<file path="config.mk">
export PLATFORM = sky130hd
export DESIGN_NAME = epoch_seconds_to_calendar_flat
export DESIGN_NICKNAME = d
export VERILOG_FILES = /design/src/hw/rtl/ects_pkg.sv /design/src/hw/rtl/ects_if.sv /design/src/hw/rtl/epoch_seconds_to_calendar.sv /design/src/hw/rtl/ects_datapath.sv /design/src/hw/rtl/ects_ctrl.sv /design/src/flat_wrapper.sv
export SDC_FILE = /design/constraint.sdc
export NUM_CORES = 2
export LEC_CHECK = 0
export ABC_AREA = 1
export BUFFER_PORTS_ARGS = -buffer_cell sky130_fd_sc_hd__buf_2
export CAP_MARGIN = 20
export CORE_ASPECT_RATIO = 0.6
export CORE_MARGIN = 4
export CORE_UTILIZATION = 34
export CTS_BUF_LIST = sky130_fd_sc_hd__clkbuf_2 sky130_fd_sc_hd__clkbuf_4 sky130_fd_sc_hd__clkbuf_8
export DETAILED_ROUTE_END_ITERATION = 12
export HOLD_SLACK_MARGIN = 0.05
export PLACE_DENSITY = 0.6
export SETUP_SLACK_MARGIN = 0.2
export SYNTH_ARGS = -nofsm -noshare
export SYNTH_HDL_FRONTEND = slang
export SYNTH_SLANG_ARGS = --single-unit
</file>
<file path="constraint.sdc">
create_clock -name clk_i -period 17.51 [get_ports clk_i]
set_input_delay 5.253 -clock clk_i [delete_from_list [all_inputs] [get_ports clk_i]]
set_output_delay 5.253 -clock clk_i [all_outputs]
set_load 0.02 [all_outputs]
</file>
<file path="src/hw/rtl/ects_pkg.sv">
// ----------------------------------------------------------------------------
// ects_pkg
// Shared constants, types and small table functions for the epoch seconds
// to calendar converter.
// ----------------------------------------------------------------------------
`default_nettype none

package ects_pkg;

  // field widths
  localparam int unsigned SecsW   = 32;
  localparam int unsigned DayNumW = 16;
  localparam int unsigned YearW   = 12;

  // time constants
  localparam logic [SecsW-1:0] SecsPerDay      = 32'd86400;
  localparam logic [SecsW-1:0] SecsPerHour     = 32'd3600;
  localparam logic [SecsW-1:0] SecsPerMin      = 32'd60;
  localparam logic [SecsW-1:0] LastValidSecond = 32'd4102444799;

  // floor of two to the 32 over each divisor; for any 32-bit dividend the
  // quotient estimate is exact or low by one
  localparam logic [SecsW-1:0] RecipDay  = 32'((64'd1 << SecsW) / 64'(SecsPerDay));
  localparam logic [SecsW-1:0] RecipHour = 32'((64'd1 << SecsW) / 64'(SecsPerHour));
  localparam logic [SecsW-1:0] RecipMin  = 32'((64'd1 << SecsW) / 64'(SecsPerMin));

  // calendar constants
  localparam logic [YearW-1:0]   BaseYear        = 12'd1970;
  localparam logic [YearW-1:0]   CenturyBase     = 12'd1900;
  localparam logic [YearW-1:0]   NoLeapCentury   = 12'd2100;
  localparam logic [DayNumW-1:0] DaysPerYear     = 16'd365;
  localparam logic [DayNumW-1:0] DaysPerLeapYear = 16'd366;
  localparam logic [3:0]         MonthsPerYear   = 4'd12;
  localparam logic [3:0]         MarchIdx        = 4'd2;

  // divisor select of the shared divider
  typedef enum logic [1:0] {
    DIV_DAY  = 2'd0,
    DIV_HOUR = 2'd1,
    DIV_MIN  = 2'd2
  } div_sel_e;

  // sub-steps of one division: estimate, back-multiply, correct
  typedef enum logic [1:0] {
    DIV_FIX = 2'd0,
    DIV_SUB = 2'd1,
    DIV_EST = 2'd2
  } div_step_e;

  // controller to datapath
  typedef struct packed {
    logic             load_in;
    logic             div_en;
    div_sel_e         div_sel;
    div_step_e        div_step;
    logic             walk_start;
    logic             year_step;
    logic             month_step;
    logic             cache_wr;
    logic             load_out;
  } ects_cmd_t;

  // datapath to controller
  typedef struct packed {
    logic cache_hit;
    logic year_done;
    logic month_done;
  } ects_status_t;

  // one result beat
  typedef struct packed {
    logic [11:0] year;
    logic [3:0]  month;
    logic [4:0]  day_of_month;
    logic [4:0]  hour;
    logic [5:0]  minute;
    logic [5:0]  second;
    logic [2:0]  weekday;
    logic        out_of_range;
  } ects_result_t;

  // days in month, index from 0 for January
  function automatic logic [4:0] month_length(input logic [3:0] idx, input logic leap);
    logic [4:0] len;
    unique case (idx)
      4'd1:                      len = leap ? 5'd29 : 5'd28;
      4'd3, 4'd5, 4'd8, 4'd10:   len = 5'd30;
      default:                   len = 5'd31;
    endcase
    return len;
  endfunction

  // weekday offset of each month, index from 0 for January
  function automatic logic [2:0] month_offset(input logic [3:0] idx);
    logic [2:0] ofs;
    unique case (idx)
      4'd0, 4'd9:        ofs = 3'd0;
      4'd1, 4'd2, 4'd10: ofs = 3'd3;
      4'd3, 4'd6:        ofs = 3'd6;
      4'd4:              ofs = 3'd1;
      4'd5:              ofs = 3'd4;
      4'd7:              ofs = 3'd2;
      4'd8, 4'd11:       ofs = 3'd5;
      default:           ofs = 3'd0;
    endcase
    return ofs;
  endfunction

  // remainder by seven: eight is one mod seven, so fold the octal digits
  function automatic logic [2:0] mod7(input logic [7:0] x);
    logic [4:0] s1;
    logic [3:0] s2;
    s1 = {3'b000, x[7:6]} + {2'b00, x[5:3]} + {2'b00, x[2:0]};
    s2 = {2'b00, s1[4:3]} + {1'b0, s1[2:0]};
    if (s2 >= 4'd7) begin
      s2 = s2 - 4'd7;
    end
    return s2[2:0];
  endfunction

endpackage

`default_nettype wire

</file>
<file path="src/hw/rtl/ects_if.sv">
// ----------------------------------------------------------------------------
// ects_if
// Valid/ready channels of the converter: seconds count in, calendar out.
// ----------------------------------------------------------------------------
`default_nettype none

interface ects_in_if;
  logic        valid;
  logic        ready;
  logic [31:0] seconds_count;

  modport source (output valid, output seconds_count, input ready);
  modport sink   (input valid, input seconds_count, output ready);
endinterface

interface ects_out_if;
  logic        valid;
  logic        ready;
  logic [11:0] year;
  logic [3:0]  month;
  logic [4:0]  day_of_month;
  logic [4:0]  hour;
  logic [5:0]  minute;
  logic [5:0]  second;
  logic [2:0]  weekday;
  logic        out_of_range;

  modport source (output valid, output year, output month, output day_of_month,
                  output hour, output minute, output second, output weekday,
                  output out_of_range, input ready);
  modport sink   (input valid, input year, input month, input day_of_month,
                  input hour, input minute, input second, input weekday,
                  input out_of_range, output ready);
endinterface

`default_nettype wire

</file>
<file path="src/hw/rtl/epoch_seconds_to_calendar.sv">
// Timing: a cached day skips the year and month walk; after a day change
//   the walk runs one year or month per cycle, the year walk up to 129 steps.
// Throughput: one item at a time; the next beat is taken the cycle after the
//   result enters the output register, which waits out any output stall.
// Reset (rst_ni low, asynchronous): handshakes idle, date cache invalid.
// ----------------------------------------------------------------------------
// epoch_seconds_to_calendar
// Converts a seconds count since 1970-01-01 00:00:00 into calendar date,
// time of day and weekday, saturating past the end of 2099.
// ----------------------------------------------------------------------------
`default_nettype none

module epoch_seconds_to_calendar import ects_pkg::*; (
  input  wire logic clk_i,
  input  wire logic rst_ni,
  ects_in_if.sink   in_i,
  ects_out_if.source out_o
);

  ects_cmd_t    cmd;
  ects_status_t status;
  ects_result_t result;

  // sequencer
  ects_ctrl u_ctrl (
    .clk_i       (clk_i),
    .rst_ni      (rst_ni),
    .in_valid_i  (in_i.valid),
    .in_ready_o  (in_i.ready),
    .out_valid_o (out_o.valid),
    .out_ready_i (out_o.ready),
    .status_i    (status),
    .cmd_o       (cmd)
  );

  // arithmetic and storage
  ects_datapath u_dp (
    .clk_i           (clk_i),
    .rst_ni          (rst_ni),
    .seconds_count_i (in_i.seconds_count),
    .cmd_i           (cmd),
    .status_o        (status),
    .result_o        (result)
  );

  // result beat onto the output channel
  assign out_o.year         = result.year;
  assign out_o.month        = result.month;
  assign out_o.day_of_month = result.day_of_month;
  assign out_o.hour         = result.hour;
  assign out_o.minute       = result.minute;
  assign out_o.second       = result.second;
  assign out_o.weekday      = result.weekday;
  assign out_o.out_of_range = result.out_of_range;

endmodule

`default_nettype wire

</file>
<file path="src/hw/rtl/ects_datapath.sv">
// ----------------------------------------------------------------------------
// ects_datapath
// Reciprocal divider for day number and time of day, year and month
// walk, last-day cache, weekday formula and the result register.
// ----------------------------------------------------------------------------
`default_nettype none

module ects_datapath import ects_pkg::*; (
  input  wire logic         clk_i,
  input  wire logic         rst_ni,
  input  wire logic [31:0]  seconds_count_i,
  input  wire ects_cmd_t    cmd_i,
  output ects_status_t      status_o,
  output ects_result_t      result_o
);

  logic [SecsW-1:0]   rem_q, rem_d;
  logic               over_q;
  logic [DayNumW-1:0] quot_q;
  logic [DayNumW-1:0] day_num_q;
  logic [4:0]         hour_q;
  logic [5:0]         min_q;

  logic [DayNumW-1:0] walk_days_q;
  logic [YearW-1:0]   walk_year_q;
  logic [3:0]         walk_month_q;

  logic               cache_valid_q;
  logic [DayNumW-1:0] cached_day_number_q;
  logic [YearW-1:0]   cached_year_q;
  logic [3:0]         cached_month_q;
  logic [4:0]         cached_day_q;

  ects_result_t       result_q, result_d;

  logic [SecsW-1:0]   divisor;
  logic [SecsW-1:0]   recip;
  logic [2*SecsW-1:0] prod;
  logic [SecsW-1:0]   back;
  logic [DayNumW-1:0] quot_fix;
  logic               fits;
  logic               leap;
  logic [4:0]         cur_len;
  logic [7:0]         yl;
  logic [7:0]         yl_sum;
  logic [5:0]         wd_sum;
  logic               wd_adj;

  // divisor and reciprocal of the current phase; the estimate is at most
  // one low, so one compare and subtract finishes the division
  always_comb begin
    unique case (cmd_i.div_sel)
      DIV_DAY: begin
        divisor = SecsPerDay;
        recip   = RecipDay;
      end
      DIV_HOUR: begin
        divisor = SecsPerHour;
        recip   = RecipHour;
      end
      default: begin
        divisor = SecsPerMin;
        recip   = RecipMin;
      end
    endcase
    prod     = {{SecsW{1'b0}}, rem_q} * {{SecsW{1'b0}}, recip};
    back     = {{(SecsW-DayNumW){1'b0}}, quot_q} * divisor;
    fits     = (rem_q >= divisor);
    rem_d    = fits ? (rem_q - divisor) : rem_q;
    quot_fix = quot_q + {{(DayNumW-1){1'b0}}, fits};
  end

  // input capture with saturation past the end of 2099, then division steps
  always_ff @(posedge clk_i) begin
    if (cmd_i.load_in) begin
      rem_q  <= (seconds_count_i > LastValidSecond) ? LastValidSecond : seconds_count_i;
      over_q <= (seconds_count_i > LastValidSecond);
    end else if (cmd_i.div_en) begin
      unique case (cmd_i.div_step)
        DIV_EST: quot_q <= prod[SecsW +: DayNumW];
        DIV_SUB: rem_q  <= rem_q - back;
        default: begin
          rem_q <= rem_d;
          unique case (cmd_i.div_sel)
            DIV_DAY:  day_num_q <= quot_fix;
            DIV_HOUR: hour_q    <= quot_fix[4:0];
            default:  min_q     <= quot_fix[5:0];
          endcase
        end
      endcase
    end
  end

  // century years: 2000 (in reach, leap) and 2100 (not leap)
  assign leap    = (walk_year_q[1:0] == 2'b00) && (walk_year_q != NoLeapCentury);
  assign cur_len = month_length(walk_month_q, leap);

  assign status_o.cache_hit  = cache_valid_q && (cached_day_number_q == day_num_q);
  assign status_o.year_done  = leap ? (walk_days_q < DaysPerLeapYear)
                                    : (walk_days_q < DaysPerYear);
  assign status_o.month_done = (walk_month_q == MonthsPerYear) ||
                               (walk_days_q < {11'd0, cur_len});

  // year then month walk
  always_ff @(posedge clk_i) begin
    if (cmd_i.walk_start) begin
      walk_days_q  <= day_num_q;
      walk_year_q  <= BaseYear;
      walk_month_q <= 4'd0;
    end else if (cmd_i.year_step) begin
      walk_days_q <= walk_days_q - (leap ? DaysPerLeapYear : DaysPerYear);
      walk_year_q <= walk_year_q + 12'd1;
    end else if (cmd_i.month_step) begin
      walk_days_q  <= walk_days_q - {11'd0, cur_len};
      walk_month_q <= walk_month_q + 4'd1;
    end
  end

  // last day cache
  always_ff @(posedge clk_i or negedge rst_ni) begin
    if (!rst_ni) begin
      cache_valid_q       <= 1'b0;
      cached_day_number_q <= '0;
      cached_year_q       <= BaseYear;
      cached_month_q      <= 4'd1;
      cached_day_q        <= 5'd1;
    end else if (cmd_i.cache_wr) begin
      cache_valid_q       <= 1'b1;
      cached_day_number_q <= day_num_q;
      cached_year_q       <= walk_year_q;
      cached_month_q      <= walk_month_q + 4'd1;
      cached_day_q        <= walk_days_q[4:0] + 5'd1;
    end
  end

  // weekday: years since 1900 plus leap count, day and month offset
  always_comb begin
    yl     = 8'(cached_year_q - CenturyBase);
    yl_sum = yl + {2'b00, yl[7:2]};
    wd_adj = (yl[1:0] == 2'b00) && (cached_month_q <= MarchIdx);
    wd_sum = {3'b000, mod7(yl_sum)} + {1'b0, cached_day_q}
           + {3'b000, month_offset(cached_month_q - 4'd1)} - {5'd0, wd_adj};

    result_d.year         = cached_year_q;
    result_d.month        = cached_month_q;
    result_d.day_of_month = cached_day_q;
    result_d.hour         = hour_q;
    result_d.minute       = min_q;
    result_d.second       = rem_q[5:0];
    result_d.weekday      = mod7({2'b00, wd_sum});
    result_d.out_of_range = over_q;
  end

  // result register
  always_ff @(posedge clk_i) begin
    if (cmd_i.load_out) begin
      result_q <= result_d;
    end
  end

  assign result_o = result_q;

endmodule

`default_nettype wire

</file>
<file path="src/hw/rtl/ects_ctrl.sv">
// ----------------------------------------------------------------------------
// ects_ctrl
// Sequencer: divider phases, cache check, year and month walk, result
// hand-off and the output valid flag.
// ----------------------------------------------------------------------------
`default_nettype none

module ects_ctrl import ects_pkg::*; (
  input  wire logic          clk_i,
  input  wire logic          rst_ni,
  input  wire logic          in_valid_i,
  output logic               in_ready_o,
  output logic               out_valid_o,
  input  wire logic          out_ready_i,
  input  wire ects_status_t  status_i,
  output ects_cmd_t          cmd_o
);

  typedef enum logic [7:0] {
    S_IDLE  = 8'b0000_0001,
    S_DDAY  = 8'b0000_0010,
    S_DHOUR = 8'b0000_0100,
    S_DMIN  = 8'b0000_1000,
    S_CHECK = 8'b0001_0000,
    S_YEAR  = 8'b0010_0000,
    S_MONTH = 8'b0100_0000,
    S_EMIT  = 8'b1000_0000
  } state_e;

  state_e           state_q, state_d;
  div_step_e        step_q, step_d, step_next;
  logic             out_valid_q, out_valid_d;
  logic             out_free;

  assign out_free    = !out_valid_q || out_ready_i;
  assign in_ready_o  = (state_q == S_IDLE);
  assign out_valid_o = out_valid_q;

  // next state and commands
  always_comb begin
    state_d     = state_q;
    step_d      = step_q;
    out_valid_d = out_valid_q && !out_ready_i;
    cmd_o       = '0;
    cmd_o.div_sel  = DIV_DAY;
    cmd_o.div_step = step_q;

    // division sub-step order: estimate, back-multiply, correct
    unique case (step_q)
      DIV_EST: step_next = DIV_SUB;
      DIV_SUB: step_next = DIV_FIX;
      default: step_next = DIV_EST;
    endcase

    unique case (state_q)
      S_IDLE: begin
        if (in_valid_i) begin
          cmd_o.load_in = 1'b1;
          step_d  = DIV_EST;
          state_d = S_DDAY;
        end
      end
      S_DDAY: begin
        cmd_o.div_en = 1'b1;
        step_d = step_next;
        if (step_q == DIV_FIX) begin
          state_d = S_DHOUR;
        end
      end
      S_DHOUR: begin
        cmd_o.div_en  = 1'b1;
        cmd_o.div_sel = DIV_HOUR;
        step_d = step_next;
        if (step_q == DIV_FIX) begin
          state_d = S_DMIN;
        end
      end
      S_DMIN: begin
        cmd_o.div_en  = 1'b1;
        cmd_o.div_sel = DIV_MIN;
        step_d = step_next;
        if (step_q == DIV_FIX) begin
          state_d = S_CHECK;
        end
      end
      S_CHECK: begin
        if (status_i.cache_hit) begin
          state_d = S_EMIT;
        end else begin
          cmd_o.walk_start = 1'b1;
          state_d = S_YEAR;
        end
      end
      S_YEAR: begin
        if (status_i.year_done) begin
          state_d = S_MONTH;
        end else begin
          cmd_o.year_step = 1'b1;
        end
      end
      S_MONTH: begin
        if (status_i.month_done) begin
          cmd_o.cache_wr = 1'b1;
          state_d = S_EMIT;
        end else begin
          cmd_o.month_step = 1'b1;
        end
      end
      S_EMIT: begin
        if (out_free) begin
          cmd_o.load_out = 1'b1;
          out_valid_d = 1'b1;
          state_d = S_IDLE;
        end
      end
      default: begin
        state_d = S_IDLE;
      end
    endcase
  end

  // state registers
  always_ff @(posedge clk_i or negedge rst_ni) begin
    if (!rst_ni) begin
      state_q     <= S_IDLE;
      step_q      <= DIV_EST;
      out_valid_q <= 1'b0;
    end else begin
      state_q     <= state_d;
      step_q      <= step_d;
      out_valid_q <= out_valid_d;
    end
  end

endmodule

`default_nettype wire

</file>
<file path="src/flat_wrapper.sv">
// flat-port wrapper written by rule: the top's interface ports become plain ports
module epoch_seconds_to_calendar_flat import ects_pkg::*;
  (clk_i, rst_ni, in_i_valid, in_i_seconds_count, in_i_ready, out_o_valid, out_o_year, out_o_month, out_o_day_of_month, out_o_hour, out_o_minute, out_o_second, out_o_weekday, out_o_out_of_range, out_o_ready);
  ects_in_if in_i_i ();
  ects_out_if out_o_i ();
  input  wire logic clk_i;
  input  wire logic rst_ni;
  input wire logic [$bits(in_i_i.valid)-1:0] in_i_valid;
  input wire logic [$bits(in_i_i.seconds_count)-1:0] in_i_seconds_count;
  output wire logic [$bits(in_i_i.ready)-1:0] in_i_ready;
  output wire logic [$bits(out_o_i.valid)-1:0] out_o_valid;
  output wire logic [$bits(out_o_i.year)-1:0] out_o_year;
  output wire logic [$bits(out_o_i.month)-1:0] out_o_month;
  output wire logic [$bits(out_o_i.day_of_month)-1:0] out_o_day_of_month;
  output wire logic [$bits(out_o_i.hour)-1:0] out_o_hour;
  output wire logic [$bits(out_o_i.minute)-1:0] out_o_minute;
  output wire logic [$bits(out_o_i.second)-1:0] out_o_second;
  output wire logic [$bits(out_o_i.weekday)-1:0] out_o_weekday;
  output wire logic [$bits(out_o_i.out_of_range)-1:0] out_o_out_of_range;
  input wire logic [$bits(out_o_i.ready)-1:0] out_o_ready;
  assign in_i_i.valid = in_i_valid;
  assign in_i_i.seconds_count = in_i_seconds_count;
  assign in_i_ready = in_i_i.ready;
  assign out_o_valid = out_o_i.valid;
  assign out_o_year = out_o_i.year;
  assign out_o_month = out_o_i.month;
  assign out_o_day_of_month = out_o_i.day_of_month;
  assign out_o_hour = out_o_i.hour;
  assign out_o_minute = out_o_i.minute;
  assign out_o_second = out_o_i.second;
  assign out_o_weekday = out_o_i.weekday;
  assign out_o_out_of_range = out_o_i.out_of_range;
  assign out_o_i.ready = out_o_ready;
  epoch_seconds_to_calendar u_core (.clk_i(clk_i), .rst_ni(rst_ni), .in_i(in_i_i), .out_o(out_o_i));
endmodule
</file>
# Yosys cells after proc, flatten, opt, wreduce, memory -nomap -nowiden
# Memories as Yosys holds them, arrays and structs flattened.
# Index checks and enable logic that the tools add are counted.
word_totals:
  ff_bits: 199
  inputBits: 36
  rom_bits: 48
  mem_count: 1
op_classes:
  n_reduce_logical: 28
  magnitude_cmp: 8
  mux: 43
  n_eq_ne: 27
  bitwise_logic: 4
  addsub: 21
  mul: 2
memory_table:
  columns: ["name", "depth", "word_bits", "read_ports", "rd_clocked_by_memory_dff", "write_ports", "line_no", "source"]
  rows:
  - ["(name not given)", 16, 3, 1, 0, 0, "ects_pkg.sv:96", "unique case (idx)"]
op_table:
  columns: ["cell", "n"]
  rows:
  - ["$mux W32", 4]
  - ["$mux W8", 8]
  - ["$pmux W32 S2", 1]
  - ["$pmux W8 S8", 1]
  - ["$sub A32 B32 Y32", 2]
  - ["$pmux W27 S2", 1]
  - ["$mul A32 B27 Y48", 1]
  - ["$mux W16", 3]
  - ["$pmux W17 S2", 1]
  - ["$ge A32 B32 Y1", 1]
  - ["$gt A32 B32 Y1 const B", 1]
  - ["$lt A16 B9 Y1 const B", 2]
  - ["$mul A16 B32 Y32", 1]
  - ["$add A16 B1 Y16", 1]
  - ["$eq A16 B16 Y1", 1]
  - ["$lt A16 B5 Y1", 1]
  - ["$pmux W2 S2", 4]
  - ["$sub A16 B5 Y16", 1]
  - ["$sub A16 B9 Y16", 1]
  - ["$mux W1", 15]
  - ["$add A12 B1 Y12 const B", 1]
  - ["$eq A4 B4 Y1 const B", 3]
  - ["$ne A12 B12 Y1 const B", 1]
  - ["$reduce_and A4 Y1", 3]
  - ["other kinds (45)", 74]

# Longest topological paths before layout
depth:
  word_depth: 14
  mapped_depth: 43
  depth_no_buf: 43

# By module
# A second synthesis with hierarchy kept.
hier_totals:
  cells_unflattened: 4624
  area_unflattened_um2: 38200.4
by_module_without_submodules:
  columns: ["mod", "cells_each", "n_inst", "seq_area_each_um2", "area_per_inst_um2"]
  rows:
  - ["ects_datapath", 4514, 1, 5306.3, 37360.8]
  - ["ects_ctrl", 110, 1, 277.8, 839.6]

# Worst setup path after synthesis
# OpenSTA, ideal clock, no wires.
synth_path:
  kind: "register to register"
  start: "register u_core.u_dp.cached_year_q[2]"
  end: "register u_core.u_dp.result_q (netlist bit u_core.u_dp.result_o[2]) (data pin)"
  stages_incl_launch_ff: 43
  required_time_ps: 17250
  path_buffers: 0
  setup_slack_ps: 9241
  arrival_time_ps: 8009
  path_cell_list: "dfrtp_1 ha_1 xnor2_1 ha_1 a21o_1 a31oi_1 inv_1 a21oi_1 o21ai_0 nand2_1 nand2_1 nand2_1 xor2_1 fa_1 inv_1 ha_1 inv_1 fa_1 [... 7 more ...] mux2i_1 ha_1 fa_1 inv_1 ha_1 inv_1 fa_1 o21ai_0 xor2_1 ha_1 a21oi_1 nand2_1 ha_1 ha_1 ha_1 nand2_1 nand2_1 mux2_2"
synth_lines:
  columns: ["element", "line_no", "source"]
  rows:
  - ["start: declaration", "ects_datapath.sv:30", "logic [YearW-1:0] cached_year_q;"]
  - ["start signal: assignment", "ects_datapath.sv:124", "cached_year_q <= BaseYear;"]
  - ["start signal: assignment", "ects_datapath.sv:130", "cached_year_q <= walk_year_q;"]
  - ["end signal: assignment", "ects_datapath.sv:157", "result_q <= result_d;"]
  - ["end: declaration", "ects_datapath.sv:34", "ects_result_t result_q, result_d;"]

# Worst setup path after layout
layout_path:
  start: "register u_core.u_ctrl.state_q[0]"
  end: "register u_core.u_dp.quot_q[8] (data pin)"
layout_between:
  elab_chain_len: 5
layout_rtl:
  columns: ["element", "line_no", "source"]
  rows:
  - ["start: declaration", "ects_ctrl.sv:30", "state_e state_q, state_d;"]
  - ["start signal: assignment", "ects_ctrl.sv:129", "state_q <= state_d;"]
  - ["$eq A8 B4 Y1 / $eq A8 B3 Y1 (equally long branches)", "ects_ctrl.sv:55", "unique case (state_q)"]
  - ["$pmux W2 S2 *", "ects_ctrl.sv:55", null]
  - ["$eq A2 B1 Y1 / $logic_not A2 Y1 (equally long branches)", "ects_datapath.sv:52", "unique case (cmd_i.div_sel)"]
  - ["$pmux W27 S2 *", "ects_datapath.sv:52", null]
  - ["$mul A32 B27 Y48 *", "ects_datapath.sv:66", "prod = {{SecsW{1'b0}}, rem_q} * {{SecsW{1'b0}}, recip};"]
  - ["via u_core.u_dp.prod[40]", "ects_datapath.sv:38", "logic [2*SecsW-1:0] prod;"]
  - ["end signal: assignment", "ects_datapath.sv:80", "DIV_EST: quot_q <= prod[SecsW +: DayNumW];"]
  - ["end: declaration", "ects_datapath.sv:19", "logic [DayNumW-1:0] quot_q;"]
# Mark *: on every way through the listed nets, which the timed path passes. The rest lies on a longest branch.
# A chain may end at the register's enable or synchronous reset.

==> out/metrics.yaml <==
status: "finished, final reports clean"
syn_area_per_cell_sq_um: 8.44
first_pass_iters: 6
die-area_sq_um: 118000
ys.flop_type: "edfxtp_1"
yosysTopAreaCellShare: 0.311
syn_nets: 5673
slowest_stage: "nor2_8"
max-slew-margin-rel: 0.239
fin_skew_ns: 0.0520
worstPathArrival_ns: 9.88
grt-ovfl-total: 0
final_layout_size_suffix_gt1_frac: 0.0483
antenna_found_initial: 4
synth_edf_count: 134
ctsResizeCount: 0
period_minus_slack_ns: 9.52
cts_tree: "yes"
drc: 0
viasPerCell: 5.03
cts_root_buf: "clkbuf_8"
cts_buffer_depth: 2
crit_top_cell: "fa_1"
hpwl_mm: 120
postCtsSetupRepairBufs: 0
ys_types: 62
num-fill-cells: 11400
synth_cells: 4518
cp-startpoint: "u_core.u_ctrl.state_q[0]$_DFFE_PN1P_"
grt_usage: 0.231
first_iter_violations: 3661
worstMarginPinSlew_ns: 1.14
r2r_setup_slack_ns: 7.99
hold_buffers: 0
post_synth_main_area_contributors: "fa_1 (31%), ha_1 (17%), inv_1 (12%)"
fmax_mhz: 105
met3_length_mm: 21.3
wl_mm: 135
ant_nets: 0
cts.htree.levels: 4
start_util: 0.345
syn2layout_area_growth_pct: 6.86
reg2reg_depth: 28
yosys.area.top_type: "fa_1"
cts_buffers: 17
synthArstFlopShare: 0.246
synth_area_sq_um: 38100
drv_slew: 0
io_buffers: 79
post-route-period-util: 0.544
met1_length_mm: 68.5
critPathCaptureType: "flip-flop"
path_clk_slew_ns: 0.14
crit_end: "u_core.u_dp.quot_q[8]$_DFFE_PP_"
nets: 5737
synth-seq-cells: 199
core_area_sq_um: 110000
avgRoutedWirePerCell_microns: 22.2
reg2reg_to: "u_core.u_dp.quot_q[8]$_DFFE_PP_"
grt_start_max_net_pins: 64
wl_met2_mm: 44.2
rsz0062_at_grt: "false"
hold_viol: 0
max_cap_violations: 0
clk_latency_ns: 0.63
clock_sinks: 199
startpoint_type: "flip-flop"
tns_ns: 0
crit_type: "reg -> reg"
synth_commonest_cells: "inv_1 (1241), nand2_1 (595), fa_1 (593)"
reg2reg_from: "u_core.u_ctrl.state_q[0]$_DFFE_PN1P_"
setup_viol: 0
vias: 30600
ys_warn_count: 0
crit_fanout: 41
synth-seq-area-share: 0.146
finish.utilization: 0.369
worstPathRequired_ns: 17.88
grt_pass1_vias: 29200
die_h_microns: 267
critPathMaxStageDelay_ns: 0.62
die_w_microns: 440
synth_most_common_cell: "inv_1"
min_path_type: "reg -> reg"
gp_congestion: 1.09
row_count: 94
ios: 80
highest_layer: "met5"
hp-start: "u_core.u_dp.hour_q[4]$_DFFE_PP_"
grt_pass1_wl_mm: 198
-- through the flow --
stage | hold WS (ns) | setup slack (ns) | instance area [sq um] | cells
2_1_floorplan | 0.400 | 9.24 | 38100 | 4518
3_3_place_gp | 0.402 | 8.27 | 40300 | 6050
3_5_place_dp | 0.406 | 8.31 | 40300 | 6050
4_1_cts | 0.421 | 8.26 | 40800 | 6082
5_1_grt | 0.425 | 7.64 | 40800 | 6083
6_report | 0.421 | 7.99 | 40800 | 6084
-- critical path: cells and delay by family (launching register included) --
kind | cells | cell delay (ns)
buffers and inverters | 8 | 1.48
XOR/XNOR | 1 | 0.35
AND/OR/NAND/NOR | 11 | 3.04
flip-flops | 1 | 0.58
adder cells (fa/ha/maj) | 8 | 3.75
-- flip-flops by register name (all words and copies together), names as in the netlist, 6 cells and up --
register,count
u_core.u_ctrl.state_q,8
u_core.u_dp.cached_day_number_q,16
u_core.u_dp.cached_year_q,12
u_core.u_dp.day_num_q,16
u_core.u_dp.min_q,6
u_core.u_dp.quot_q,16
u_core.u_dp.rem_q,32
u_core.u_dp.result_o,42
u_core.u_dp.walk_days_q,16
u_core.u_dp.walk_year_q,12
-- cell usage in the layout, fill, tap and decap left out, types with 4 or more instances in the layout --
cell type / synthesis / final
o211ai_1: 12 / 12
o22ai_1: 6 / 6
o21a_1: 7 / 7
nor4_1: 11 / 11
dfxtp_1: 16 / 16
nor2_4: 2 / 4
inv_16: 0 / 4
xor2_1: 86 / 86
nand2_2: 8 / 8
ha_1: 526 / 526
and3_1: 6 / 6
inv_1: 1241 / 1241
a21oi_1: 152 / 152
nand3_1: 139 / 139
dfstp_2: 11 / 11
o21bai_1: 12 / 12
o21ai_1: 43 / 43
buf_2: 20 / 80
dfrtp_1: 38 / 38
a21boi_0: 6 / 6
nor2_1: 447 / 445
nor3_1: 52 / 52
nand2_4: 5 / 5
clkinv_8: 0 / 4
nand2_1: 595 / 595
a21o_1: 14 / 14
nor3_2: 5 / 5
clkbuf_8: 0 / 17
fa_1: 593 / 593
buf_4: 4 / 21
edfxtp_1: 134 / 134
a31oi_1: 24 / 24
clkinv_1: 9 / 9
o21ai_0: 124 / 124
nor2_2: 6 / 6
or2_2: 10 / 10
inv_2: 22 / 22
nand4_1: 32 / 32
xnor2_1: 31 / 31
-- worst min-delay path by stage --
stage / depth (start not counted) / slack, ns / end
CTS: 0 / 0.42 / u_core.u_dp.result_o[20]$_DFFE_PP_
global route: 0 / 0.43 / u_core.u_dp.result_o[20]$_DFFE_PP_
floorplan: 0 / 0.40 / u_core.u_dp.result_o[0]$_DFFE_PP_
global placement: 0 / 0.40 / u_core.u_dp.result_o[0]$_DFFE_PP_
finish: 0 / 0.42 / u_core.u_dp.result_o[20]$_DFFE_PP_
detailed placement: 0 / 0.41 / u_core.u_dp.result_o[12]$_DFFE_PP_
-- per-layer routing --
metal	up-vias	global-route usage
li1	13900	-
met1	15100	0.388
met2	1623	0.255
met3	46	0.113
met4	4	0.0209
met5	-	0.00927
-- layout make-up --
cell class | instances | area, sq um | area share
clock buffers | 17 | 234 | 0.00574
clock inverters | 15 | 234 | 0.00574
well taps | 1488 | 1860 | 0.0457
multi-input cells | 2988 | 27500 | 0.674
inverters | 1275 | 4790 | 0.118
flip-flops and latches | 199 | 5580 | 0.137
repair buffers | 101 | 558 | 0.0137
diodes | 1 | 2.50 | 0.0000614
-- logic make-up after synthesis --
logic type,share of synthesized area
buf+inv,0.133
flops,0.146
fa+ha+maj,0.484
simple gates,0.149
compound gates,0.0605
xor+xnor,0.0269
mux,0.000558
Power is left out: the tool's default activity adds up to more than one toggle a clock period on the data nets, which glitch-free logic cannot reach.
